File: src/rtl/core/sdo_pkg.sv
// Shared types, widths and codes for the stepped dimmer with over-level alarm.
// Used by every module in rtl/core; no dependencies of its own.
package sdo_pkg;

    localparam int TIMER_BITS = 16;
    localparam int ADC_BITS   = 12;

    localparam int DATA_W  = 16;   // compare values and timer limits
    localparam int FS_W    = 12;   // adc_full_scale register
    localparam int DEB_W   = 8;    // debounce counter and limit
    localparam int MODE_W  = 3;
    localparam int CFG_A_W = 3;

    localparam int CMP_W  = (TIMER_BITS > DATA_W) ? TIMER_BITS : DATA_W;
    localparam int SMP_W  = (ADC_BITS > FS_W) ? ADC_BITS : FS_W;
    localparam int PROD_W = ADC_BITS + DATA_W;

    localparam int IN_W  = ((3 + ADC_BITS + 7) / 8) * 8;
    localparam int OUT_W = ((DATA_W + 2 + MODE_W + 7) / 8) * 8;

    // modes
    localparam logic [MODE_W-1:0] MODE_OFF  = 3'd0;
    localparam logic [MODE_W-1:0] MODE_LOW  = 3'd1;
    localparam logic [MODE_W-1:0] MODE_MID  = 3'd2;
    localparam logic [MODE_W-1:0] MODE_FULL = 3'd3;
    localparam logic [MODE_W-1:0] MODE_ADC  = 3'd4;

    // register indexes
    localparam logic [CFG_A_W-1:0] REG_FULL_DUTY   = 3'd0;
    localparam logic [CFG_A_W-1:0] REG_DUTY_LOW    = 3'd1;
    localparam logic [CFG_A_W-1:0] REG_DUTY_MID    = 3'd2;
    localparam logic [CFG_A_W-1:0] REG_FULL_SCALE  = 3'd3;
    localparam logic [CFG_A_W-1:0] REG_ALARM_THR   = 3'd4;
    localparam logic [CFG_A_W-1:0] REG_ALARM_TICKS = 3'd5;
    localparam logic [CFG_A_W-1:0] REG_BLINK_TICKS = 3'd6;
    localparam logic [CFG_A_W-1:0] REG_DEB_TICKS   = 3'd7;

    typedef struct packed {
        logic [DATA_W-1:0] full_duty;
        logic [DATA_W-1:0] duty_low;
        logic [DATA_W-1:0] duty_mid;
        logic [FS_W-1:0]   adc_full_scale;
        logic [DATA_W-1:0] alarm_threshold;
        logic [DATA_W-1:0] alarm_ticks;
        logic [DATA_W-1:0] blink_ticks;
        logic [DEB_W-1:0]  debounce_ticks;
    } cfg_t;

    typedef struct packed {
        logic                button_edge;
        logic                button_low;
        logic                adc_valid;
        logic [ADC_BITS-1:0] adc_sample;
    } tick_t;

    typedef struct packed {
        logic [DATA_W-1:0] pwm_compare;
        logic              led_on;
        logic              adc_start;
        logic [MODE_W-1:0] mode;
    } result_t;

    typedef struct packed {
        logic              done;
        logic              sat;
        logic [DATA_W-1:0] quot;
    } div_res_t;

    // timer expiry: a zero limit behaves as one
    function automatic logic timer_hit(input logic [TIMER_BITS-1:0] cnt,
                                       input logic [DATA_W-1:0] limit);
        logic [DATA_W-1:0] lim;
        lim = (limit == '0) ? DATA_W'(1) : limit;
        return CMP_W'(cnt) >= CMP_W'(lim);
    endfunction

endpackage

File: src/rtl/core/sdo_divider.sv
// Duty unit: one registered multiply, then a restoring divide,
// one quotient bit per cycle. Depends on sdo_pkg.
module sdo_divider (
    input  logic                         clk,
    input  logic                         rst_n,
    input  logic                         start,
    input  logic [sdo_pkg::ADC_BITS-1:0] sample,
    input  logic [sdo_pkg::DATA_W-1:0]   period,
    input  logic [sdo_pkg::FS_W-1:0]     full_scale,
    output sdo_pkg::div_res_t            res
);
    import sdo_pkg::*;

    localparam int STEP_W = $clog2(DATA_W);
    localparam logic [STEP_W-1:0] LAST_STEP = STEP_W'(DATA_W - 1);

    localparam logic [1:0] PH_IDLE = 2'd0;
    localparam logic [1:0] PH_INIT = 2'd1;
    localparam logic [1:0] PH_RUN  = 2'd2;

    logic [1:0]        phase_reg;
    logic [STEP_W-1:0] step_reg;
    logic              done_reg;
    logic [PROD_W-1:0] prod_reg;
    logic [FS_W-1:0]   fs_reg;
    logic              sat_reg;
    logic [FS_W-1:0]   rem_reg;
    logic [DATA_W-1:0] quot_reg;

    logic [FS_W-1:0] fs_eff;
    logic [FS_W:0]   shifted;
    logic [FS_W:0]   diff;
    logic            fits;

    assign fs_eff  = (full_scale == '0) ? FS_W'(1) : full_scale;
    assign shifted = {rem_reg, quot_reg[DATA_W-1]};
    assign diff    = shifted - {1'b0, fs_reg};
    assign fits    = shifted >= {1'b0, fs_reg};

    always_ff @(posedge clk or negedge rst_n)
    begin
        if (!rst_n)
        begin
            phase_reg <= PH_IDLE;
            step_reg  <= '0;
            done_reg  <= 1'b0;
        end
        else
        begin
            done_reg <= 1'b0;
            case (phase_reg)
                PH_IDLE:
                begin
                    if (start)
                        phase_reg <= PH_INIT;
                end
                PH_INIT:
                begin
                    step_reg  <= '0;
                    phase_reg <= PH_RUN;
                end
                PH_RUN:
                begin
                    step_reg <= step_reg + 1'b1;
                    if (step_reg == LAST_STEP)
                    begin
                        phase_reg <= PH_IDLE;
                        done_reg  <= 1'b1;
                    end
                end
                default: phase_reg <= PH_IDLE;
            endcase
        end
    end

    always_ff @(posedge clk)
    begin
        if (phase_reg == PH_IDLE && start)
        begin
            prod_reg <= PROD_W'(sample) * PROD_W'(period);
            fs_reg   <= fs_eff;
            // sample at or above full scale always saturates at the period
            sat_reg  <= SMP_W'(sample) >= SMP_W'(fs_eff);
        end
        if (phase_reg == PH_INIT)
        begin
            // upper part is below full scale whenever the result does not saturate
            rem_reg  <= FS_W'(prod_reg >> DATA_W);
            quot_reg <= prod_reg[DATA_W-1:0];
        end
        else if (phase_reg == PH_RUN)
        begin
            rem_reg  <= fits ? diff[FS_W-1:0] : shifted[FS_W-1:0];
            quot_reg <= {quot_reg[DATA_W-2:0], fits};
        end
    end

    assign res.done = done_reg;
    assign res.sat  = sat_reg;
    assign res.quot = quot_reg;

endmodule

File: src/rtl/core/sdo_mode_fsm.sv
// Tick state: debouncer, alarm/blink/stop timers and the mode machine.
// Commits one tick per apply strobe. Depends on sdo_pkg.
module sdo_mode_fsm (
    input  logic                       clk,
    input  logic                       rst_n,
    input  logic                       apply,
    input  sdo_pkg::tick_t             tick,
    input  sdo_pkg::cfg_t              cfg,
    input  logic                       div_sat,
    input  logic [sdo_pkg::DATA_W-1:0] div_quot,
    output sdo_pkg::result_t           result
);
    import sdo_pkg::*;

    logic [MODE_W-1:0]     mode_reg, mode_next;
    logic                  pend_reg, pend_next;
    logic [DEB_W-1:0]      deb_reg, deb_next;
    logic                  ae_reg, ae_next;
    logic [TIMER_BITS-1:0] ac_reg, ac_next;
    logic                  be_reg, be_next;
    logic [TIMER_BITS-1:0] bc_reg, bc_next;
    logic                  se_reg, se_next;
    logic [TIMER_BITS-1:0] sc_reg, sc_next;
    logic [DATA_W-1:0]     duty_reg, duty_next;
    logic                  led_reg, led_next;
    logic                  start_next;

    always_comb
    begin
        logic press, ev_alarm, ev_blink, ev_stop;
        mode_next  = mode_reg;
        duty_next  = duty_reg;
        led_next   = led_reg;
        start_next = 1'b0;

        pend_next = pend_reg | tick.button_edge;
        deb_next  = deb_reg;
        if (pend_next && deb_next != '1)
            deb_next = deb_next + 1'b1;
        press = 1'b0;
        // no pending check here: a zero limit confirms on level alone
        if (deb_next >= cfg.debounce_ticks && tick.button_low)
        begin
            pend_next = 1'b0;
            deb_next  = '0;
            press     = 1'b1;
        end

        ae_next  = ae_reg;
        ac_next  = ae_reg ? ac_reg + 1'b1 : '0;
        ev_alarm = timer_hit(ac_next, cfg.alarm_ticks);
        if (ev_alarm)
        begin
            ae_next = 1'b0;
            ac_next = '0;
        end
        be_next  = be_reg;
        bc_next  = be_reg ? bc_reg + 1'b1 : '0;
        ev_blink = timer_hit(bc_next, cfg.blink_ticks);
        if (ev_blink)
        begin
            be_next = 1'b0;
            bc_next = '0;
        end
        se_next  = se_reg;
        sc_next  = se_reg ? sc_reg + 1'b1 : '0;
        ev_stop  = timer_hit(sc_next, cfg.alarm_ticks);
        if (ev_stop)
        begin
            se_next = 1'b0;
            sc_next = '0;
        end

        // events in fixed order: sample, press, alarm, blink, stop
        if (tick.adc_valid && mode_next == MODE_ADC)
        begin
            duty_next = div_sat ? cfg.full_duty : div_quot;
            if (duty_next >= cfg.alarm_threshold)
                ae_next = 1'b1;
            else
            begin
                ae_next = 1'b0;
                be_next = 1'b0;
                se_next = 1'b0;
            end
            start_next = 1'b1;
        end

        if (press)
        begin
            case (mode_next)
                MODE_OFF:
                begin
                    duty_next = cfg.duty_low;
                    mode_next = MODE_LOW;
                end
                MODE_LOW:
                begin
                    duty_next = cfg.duty_mid;
                    mode_next = MODE_MID;
                end
                MODE_MID:
                begin
                    duty_next = cfg.full_duty;
                    ae_next   = 1'b1;
                    mode_next = MODE_FULL;
                end
                MODE_FULL:
                begin
                    led_next   = 1'b0;
                    ae_next    = 1'b0;
                    be_next    = 1'b0;
                    se_next    = 1'b0;
                    mode_next  = MODE_ADC;
                    start_next = 1'b1;
                end
                MODE_ADC:
                begin
                    led_next  = 1'b0;
                    duty_next = '0;
                    mode_next = MODE_OFF;
                end
                default: ;
            endcase
        end

        if (ev_alarm && (mode_next inside {MODE_FULL, MODE_ADC}))
        begin
            duty_next = '0;
            led_next  = ~led_next;
            be_next   = 1'b1;
            se_next   = 1'b1;
        end

        if (ev_blink && (mode_next inside {MODE_FULL, MODE_ADC}))
        begin
            led_next = ~led_next;
            be_next  = 1'b1;
        end

        if (ev_stop)
        begin
            if (mode_next == MODE_FULL)
            begin
                duty_next = cfg.full_duty;
                led_next  = 1'b0;
                be_next   = 1'b0;
                ae_next   = 1'b1;
            end
            else if (mode_next == MODE_ADC)
            begin
                led_next   = 1'b0;
                be_next    = 1'b0;
                start_next = 1'b1;
            end
        end
    end

    always_ff @(posedge clk or negedge rst_n)
    begin
        if (!rst_n)
        begin
            mode_reg <= MODE_OFF;
            pend_reg <= 1'b0;
            deb_reg  <= '0;
            ae_reg   <= 1'b0;
            ac_reg   <= '0;
            be_reg   <= 1'b0;
            bc_reg   <= '0;
            se_reg   <= 1'b0;
            sc_reg   <= '0;
            duty_reg <= '0;
            led_reg  <= 1'b0;
        end
        else if (apply)
        begin
            mode_reg <= mode_next;
            pend_reg <= pend_next;
            deb_reg  <= deb_next;
            ae_reg   <= ae_next;
            ac_reg   <= ac_next;
            be_reg   <= be_next;
            bc_reg   <= bc_next;
            se_reg   <= se_next;
            sc_reg   <= sc_next;
            duty_reg <= duty_next;
            led_reg  <= led_next;
        end
    end

    assign result.pwm_compare = duty_next;
    assign result.led_on      = led_next;
    assign result.adc_start   = start_next;
    assign result.mode        = mode_next;

endmodule

File: src/rtl/core/stepped_dimmer_with_overlevel_alarm_top.sv
// Top level of the stepped dimmer with over-level alarm: stream ports,
// config registers, sequencer and output register. Uses sdo_pkg,
// sdo_divider and sdo_mode_fsm.
//
// Each s_axis beat is one millisecond tick (button edge, button level, ADC
// result) and yields exactly one m_axis beat: compare value, LED level, ADC
// start pulse and mode. Registers are written through cfg_wen/cfg_addr/
// cfg_wdata, one per cycle; the user must write them only while no tick is in
// flight (the block does not enforce this). The sample times period product
// is registered as the beat is accepted; the divider then loads, runs the
// restoring divide one quotient bit per step and signals done, and the
// sequencer commits the tick once the output register is free.
// s_axis_tready is high only while the sequencer is idle, from the cycle
// after the commit, so no new tick is taken until the last one is committed.
// Reset: rst_n clears the mode (off), all timers, the LED and the output
// valid, and loads the register defaults.
// Stalls: the output register holds a finished beat while m_axis_tready is
// low; the next tick is still accepted and computed, and waits at commit
// until the output register is free.
module stepped_dimmer_with_overlevel_alarm_top (
    input  logic                        clk,
    input  logic                        rst_n,
    input  logic                        s_axis_tvalid,
    output logic                        s_axis_tready,
    // button_edge, button_low, adc_valid, adc_sample, zero fill
    input  logic [sdo_pkg::IN_W-1:0]    s_axis_tdata,
    output logic                        m_axis_tvalid,
    input  logic                        m_axis_tready,
    // pwm_compare, led_on, adc_start, mode, zero fill
    output logic [sdo_pkg::OUT_W-1:0]   m_axis_tdata,
    input  logic                        cfg_wen,
    input  logic [sdo_pkg::CFG_A_W-1:0] cfg_addr,
    input  logic [sdo_pkg::DATA_W-1:0]  cfg_wdata
);
    import sdo_pkg::*;

    localparam logic [1:0] ST_IDLE  = 2'd0;
    localparam logic [1:0] ST_CALC  = 2'd1;
    localparam logic [1:0] ST_APPLY = 2'd2;

    logic [1:0] st_reg, st_next;
    logic       ovalid_reg, ovalid_next;
    result_t    obeat_reg;
    tick_t      tick_reg;
    cfg_t       cfg_reg;

    tick_t      tick_in;
    logic       in_acc;
    logic       apply;
    div_res_t   div_res;
    result_t    result;

    assign tick_in.button_edge = s_axis_tdata[0];
    assign tick_in.button_low  = s_axis_tdata[1];
    assign tick_in.adc_valid   = s_axis_tdata[2];
    assign tick_in.adc_sample  = s_axis_tdata[ADC_BITS+2:3];

    assign s_axis_tready = (st_reg == ST_IDLE);
    assign in_acc        = s_axis_tvalid && s_axis_tready;
    assign apply         = (st_reg == ST_APPLY) && (!ovalid_reg || m_axis_tready);

    sdo_divider u_div (
        .clk        (clk),
        .rst_n      (rst_n),
        .start      (in_acc),
        .sample     (tick_in.adc_sample),
        .period     (cfg_reg.full_duty),
        .full_scale (cfg_reg.adc_full_scale),
        .res        (div_res)
    );

    sdo_mode_fsm u_fsm (
        .clk      (clk),
        .rst_n    (rst_n),
        .apply    (apply),
        .tick     (tick_reg),
        .cfg      (cfg_reg),
        .div_sat  (div_res.sat),
        .div_quot (div_res.quot),
        .result   (result)
    );

    always_comb
    begin
        st_next = st_reg;
        case (st_reg)
            ST_IDLE:
            begin
                if (in_acc)
                    st_next = ST_CALC;
            end
            ST_CALC:
            begin
                if (div_res.done)
                    st_next = ST_APPLY;
            end
            ST_APPLY:
            begin
                if (apply)
                    st_next = ST_IDLE;
            end
            default: st_next = ST_IDLE;
        endcase

        ovalid_next = ovalid_reg;
        if (m_axis_tvalid && m_axis_tready)
            ovalid_next = 1'b0;
        if (apply)
            ovalid_next = 1'b1;
    end

    always_ff @(posedge clk or negedge rst_n)
    begin
        if (!rst_n)
        begin
            st_reg     <= ST_IDLE;
            ovalid_reg <= 1'b0;
        end
        else
        begin
            st_reg     <= st_next;
            ovalid_reg <= ovalid_next;
        end
    end

    always_ff @(posedge clk)
    begin
        if (in_acc)
            tick_reg <= tick_in;
        if (apply)
            obeat_reg <= result;
    end

    always_ff @(posedge clk or negedge rst_n)
    begin
        if (!rst_n)
        begin
            cfg_reg.full_duty       <= DATA_W'(1999);
            cfg_reg.duty_low        <= DATA_W'(600);
            cfg_reg.duty_mid        <= DATA_W'(1399);
            cfg_reg.adc_full_scale  <= FS_W'(4050);
            cfg_reg.alarm_threshold <= DATA_W'(1580);
            cfg_reg.alarm_ticks     <= DATA_W'(5000);
            cfg_reg.blink_ticks     <= DATA_W'(300);
            cfg_reg.debounce_ticks  <= DEB_W'(10);
        end
        else if (cfg_wen)
        begin
            case (cfg_addr)
                REG_FULL_DUTY:   cfg_reg.full_duty       <= cfg_wdata;
                REG_DUTY_LOW:    cfg_reg.duty_low        <= cfg_wdata;
                REG_DUTY_MID:    cfg_reg.duty_mid        <= cfg_wdata;
                REG_FULL_SCALE:  cfg_reg.adc_full_scale  <= cfg_wdata[FS_W-1:0];
                REG_ALARM_THR:   cfg_reg.alarm_threshold <= cfg_wdata;
                REG_ALARM_TICKS: cfg_reg.alarm_ticks     <= cfg_wdata;
                REG_BLINK_TICKS: cfg_reg.blink_ticks     <= cfg_wdata;
                REG_DEB_TICKS:   cfg_reg.debounce_ticks  <= cfg_wdata[DEB_W-1:0];
                default: ;
            endcase
        end
    end

    assign m_axis_tvalid = ovalid_reg;
    assign m_axis_tdata  = OUT_W'({obeat_reg.mode, obeat_reg.adc_start,
                                   obeat_reg.led_on, obeat_reg.pwm_compare});

    // a beat taken in moves the sequencer into the divide
    a_accept_calc: assert property (@(posedge clk) disable iff (!rst_n)
        in_acc |=> st_reg == ST_CALC)
        else $error("tick accepted but sequencer not computing");

    // the divider only finishes for a tick in flight
    a_done_in_calc: assert property (@(posedge clk) disable iff (!rst_n)
        div_res.done |-> st_reg == ST_CALC)
        else $error("divider result with no tick in flight");

    // a commit always leaves a valid beat in the output register
    a_apply_valid: assert property (@(posedge clk) disable iff (!rst_n)
        apply |=> m_axis_tvalid && st_reg == ST_IDLE)
        else $error("commit did not produce an output beat");

    // mode field stays within its codes
    a_mode_range: assert property (@(posedge clk) disable iff (!rst_n)
        m_axis_tvalid |-> obeat_reg.mode <= MODE_ADC)
        else $error("mode out of range");

endmodule

File: config.mk
export PLATFORM = sky130hd
export DESIGN_NAME = stepped_dimmer_with_overlevel_alarm_top
export DESIGN_NICKNAME = d
export VERILOG_FILES = /design/src/rtl/core/sdo_pkg.sv /design/src/rtl/core/sdo_divider.sv /design/src/rtl/core/sdo_mode_fsm.sv /design/src/rtl/core/stepped_dimmer_with_overlevel_alarm_top.sv
export SDC_FILE = /design/constraint.sdc
export NUM_CORES = 1
export LEC_CHECK = 0
export BUFFER_PORTS_ARGS = -buffer_cell sky130_fd_sc_hd__buf_4
export CORE_MARGIN = 5
export CORE_UTILIZATION = 54
export CTS_CLUSTER_DIAMETER = 60
export CTS_CLUSTER_SIZE = 30
export DETAILED_ROUTE_END_ITERATION = 6
export PLACE_DENSITY_LB_ADDON = 0.25
export RECOVER_POWER = 50
export SYNTH_ARGS = -nofsm -noshare
export SYNTH_HDL_FRONTEND = slang
export SYNTH_HIERARCHICAL = 1
export SYNTH_SLANG_ARGS = --single-unit
export TNS_END_PERCENT = 1
File: constraint.sdc
create_clock -name clk -period 7.3 [get_ports clk]
set_clock_uncertainty 0.2 [all_clocks]
set_input_delay 1.095 -clock clk [delete_from_list [all_inputs] [get_ports clk]]
set_output_delay 1.095 -clock clk [all_outputs]
set_load 0.005 [all_outputs]
**Word level (Yosys, flattened, before mapping)**

Cells that the tools add are included.

- Multipliers: 1
- Add/subtract/negate cells: 6
- Reductions and logical operators: 32
- Equality and inequality tests: 24
- Magnitude comparators: 7
- Bitwise operators: 3
- Muxes and demuxes: 74

Operators with widths:

| kind | number |
|---|---|
| two-way mux 16 bit | 16 |
| >= comparator 16 bit | 4 |
| one-hot mux 16 bit (4 select lines) | 1 |
| adder 16 x 1 -> 16 bit, second input constant | 3 |
| two-way mux 12 bit | 4 |
| two-way mux 1 bit | 41 |
| zero test 16 bit | 2 |
| multiplier 12 x 16 -> 28 bit | 1 |
| == test 3 bit, second input constant | 6 |
| AND reduction 2 bit | 9 |
| two-way mux 8 bit | 2 |
| == test 3 x 2 -> 1 bit, second input constant | 5 |
| one-hot mux 3 bit (5 select lines) | 1 |
| >= comparator 13 x 12 -> 1 bit | 1 |
| >= comparator 12 bit | 1 |
| zero test 12 bit | 1 |
| one-hot mux 2 bit (3 select lines) | 2 |
| subtractor 12 bit | 1 |
| logical AND 1 bit | 9 |
| adder 8 x 1 -> 8 bit, second input constant | 1 |
| >= comparator 8 bit | 1 |
| two-way mux 2 bit | 4 |
| != test 2 x 1 -> 1 bit, second input constant | 4 |
| != test 8 bit, second input constant | 1 |
| 18 further kinds | 26 |

- Word-level logic and storage cells: 183
- Register bits: 299
- Bits of input ports: 40
- Output and inout bits: 26

**Logic depth before layout (Yosys ltp)**

- Word-level depth: 16
- Depth in mapped cells: 21
- Mapped depth without buffers: 20

**Modules after synthesis**

The synthesis kept the hierarchy.

By module, submodules not included:

| module | times used | area an instance (um2) | seq. area each (um2) | cells each |
|---|---|---|---|---|
| sdo_divider | 1 | 9864.5 | 2247.2 | 1028 |
| sdo_mode_fsm | 1 | 7699.9 | 2001.9 | 917 |
| stepped_dimmer_with_overlevel_alarm_top | 1 | 5756.8 | 4115.2 | 307 |

**Worst setup path after synthesis**

No wires, ideal clock.

- Kind: input to register
- Start point: input s_axis_tdata[11] (netlist name)
- End point: register u_div.prod_reg[27], data pin
- Data arrival time: 5834 ps
- Setup slack: 1006 ps
- Data required time: 6840 ps
- Path buffers: 1
- Setup time: 260 ps
- Stages: 19
- Path through: clkbuf_1 -> nand2_1 -> fa_1 -> inv_1 -> fa_1 -> fa_1 -> fa_1 -> inv_1 -> fa_1 -> inv_1 -> ha_1 -> a21o_1 -> a21o_1 -> a31oi_2 -> nor2_2 -> a2111oi_4 -> o31ai_1 -> a21oi_1 -> xnor2_1

- Cells in the longest elaborated chain, start to end: 1

RTL lines:

| item | RTL line | source |
|---|---|---|
| start: declaration | stepped_dimmer_with_overlevel_alarm_top.sv:26 | `input logic [sdo_pkg::IN_W-1:0] s_axis_tdata,` |
| multiplier 12 x 16 -> 28 bit | sdo_divider.sv:80 | `prod_reg <= PROD_W'(sample) * PROD_W'(period);` |
| end signal: assignment | sdo_divider.sv:80 |  |
| end: declaration | sdo_divider.sv:24 | `logic [PROD_W-1:0] prod_reg;` |

Every way passes these cells.
A chain may end at the register's enable or synchronous reset.

**Final worst setup path**

- Start point: register cfg_reg[101] (netlist name)
- End point: register u_div.prod_reg[26], data pin

- Cells in the longest elaborated chain, start to end: 1

RTL lines:

| item | RTL line | source |
|---|---|---|
| start: declaration | stepped_dimmer_with_overlevel_alarm_top.sv:45 | `cfg_t cfg_reg;` |
| multiplier 12 x 16 -> 28 bit | sdo_divider.sv:80 |  |

Every way passes these cells.

==> results.sh <==
export IMPL_hold_class="flip-flop to flip-flop"
export IMPL_die_area_mm2=0.0467
export IMPL_cts_made_buffers=25
export IMPL_crit_type="flip-flop to flip-flop"
export IMPL_grt_busiest_layer="met2"
export IMPL_hold_buffers=0
export IMPL_grt_overflow_total=0
export IMPL_ir_worst_vdd_mv=0.713
export IMPL_status="complete, but fails checks"
export IMPL_use_met3=0.0311
export IMPL_violations="capacitance limit, slew limit"
export IMPL_grt_max_degree=97
export IMPL_clkLatencyLatePin_ns=0.56
export IMPL_maxSlewHeadroom=-2.35
export IMPL_synth_area_mm2=0.0230
export IMPL_drtIter0Drc=1051
export IMPL_drc_errors=0
export IMPL_rsz0062_at_grt="false"
export IMPL_largest_register_ff_count=116
export IMPL_drive_gt1_frac=0.154
export IMPL_row_count=75
export IMPL_end_kind="flip-flop"
export IMPL_antenna_found_initial=2
export IMPL_timing_fmax_mhz=160
export IMPL_syn_to_final_growth_pct=6.69
export IMPL_post_route_period_util=0.858
export IMPL_setup_viol=0
export IMPL_die_x_um=216
export IMPL_first_pass_iters=5
export IMPL_cts_tree="done"
export IMPL_drt_total_wl_um=55400
export IMPL_clk_pin_slew_ns=0.09
export IMPL_syn_inst=2240
export IMPL_setup_tns_ns=0
export IMPL_grt_pass1_wl_um=89900
export IMPL_crit_fanout=16
export IMPL_min_period_ns=6.26
export IMPL_grt_pass1_vias=16852
export IMPL_via_count=16348
export IMPL_cap_violations=2
export IMPL_clockRootBuffer="clkbuf_16"
export IMPL_fp_dieH_um=216
export IMPL_crit_arrival_ns=6.38
export IMPL_cts_setup_buffers=0
export IMPL_r2r_cells=18
export IMPL_core_mm2=0.0420
export IMPL_grt_use_met1=0.328
export IMPL_drv_slew=117
export IMPL_htreeDepth=1
export IMPL_use_met2=0.399
export IMPL_clock_sinks=299
export IMPL_post_cts_resize_count=0
export IMPL_totalPowerFinal_w=0.0114
export IMPL_max_clock_path_buffers=3
export IMPL_cellPowerDensity_mw_per_mm2=465
export IMPL_worstMarginPinSlew_ns=5.03
export IMPL_layout_commonest_cell="inv_1"
export IMPL_nNetsFinal=2590
export IMPL_leakage_nw=11.2
export IMPL_required_ns=7.41
export IMPL_drtAntennaViolNets=0
export IMPL_hold_viol_final=0
export IMPL_place_congestion=0.869
export IMPL_portBuffers=61
export IMPL_whs_path_depth=1
export IMPL_io_pins=66
export IMPL_final_cell_mix="301 x inv_1, 201 x nand2_1, 171 x ha_1"
export IMPL_start_util=0.546
export IMPL_vias_per_cell=5.84
export IMPL_dp_hpwl_um=39800
export IMPL_start_kind="flip-flop"
export IMPL_syn_avg_cell_area_um2=10.3
export IMPL_ys_warn_count=6
export IMPL_wl_per_cell_um=19.8
export IMPL_track_usage=0.237
-- routing by layer --
| metal | up-vias | part of all wire |
|---|---|---|
| met5 | - | 0 |
| met4 | 0 | 0.020 |
| met3 | 60 | 0.062 |
| met2 | 500 | 0.48 |
| met1 | 8257 | 0.44 |
| li1 | 7531 | - |
-- per-stage QoR --
step | cell area, µm² | setup WS, ns | util | cells | hold WS (ns)
floorplan | 23000 | 1.01 | - | 2242 | 0.241
global placement | 23800 | 0.674 | 0.565 | 2750 | 0.244
detailed placement | 23800 | 0.664 | 0.565 | 2750 | 0.275
CTS | 24600 | 1.18 | 0.585 | 2796 | 0.283
global route | 24500 | 0.495 | 0.583 | 2798 | 0.299
finish | 24500 | 1.04 | 0.583 | 2798 | 0.268
-- layout make-up --
type | instances | area, µm²
antenna | 2 | 5.00
tap | 539 | 674
sequential | 299 | 8000
timing repair buffer | 83 | 607
inverter | 301 | 1130
multi-input combinational | 1528 | 13200
clock inverter | 17 | 179
clock buffer | 29 | 661
fill | 3534 | 17500
-- worst paths after layout --
kind,startpoint,end,slack [ns]
worst max-delay path,cfg_reg[101],u_div/prod_reg[26],1.04
worst min-delay path,u_div/done_reg,st_reg[0],0.27
worst max register to register,cfg_reg[101],u_div/prod_reg[26],1.04
worst min register to register,u_div/done_reg,st_reg[0],0.27
max in group asynchronous,rst_n,u_fsm/duty_reg[12],1.58
min in group asynchronous,rst_n,u_fsm/deb_reg[4],2.15
-- power by group --
| group | switching, W | leakage (nW) | internal [W] | total [W] |
|---|---|---|---|---|
| Clock | 0.000671 | 0.410 | 0.000712 | 0.00138 |
| Combinational | 0.00431 | 7.36 | 0.00302 | 0.00733 |
| Sequential | 0.000258 | 3.41 | 0.00241 | 0.00267 |
-- worst max-delay path, cell delays in order, from the launching register on --
cell      delay (ns)
dfstp_1         0.91
nand2_1         0.16
fa_1            0.51
fa_1            0.54
inv_1           0.05
fa_1            0.50
fa_1            0.56
inv_1           0.06
fa_1            0.53
inv_1           0.04
ha_1            0.34
o21a_1          0.16
o21ai_0         0.07
a21oi_1         0.23
o21ai_0         0.22
a211oi_1        0.41
o21ai_0         0.21
o21ai_0         0.22
xor2_1          0.10
No activity file was read; power rests on OpenSTA's default activity.
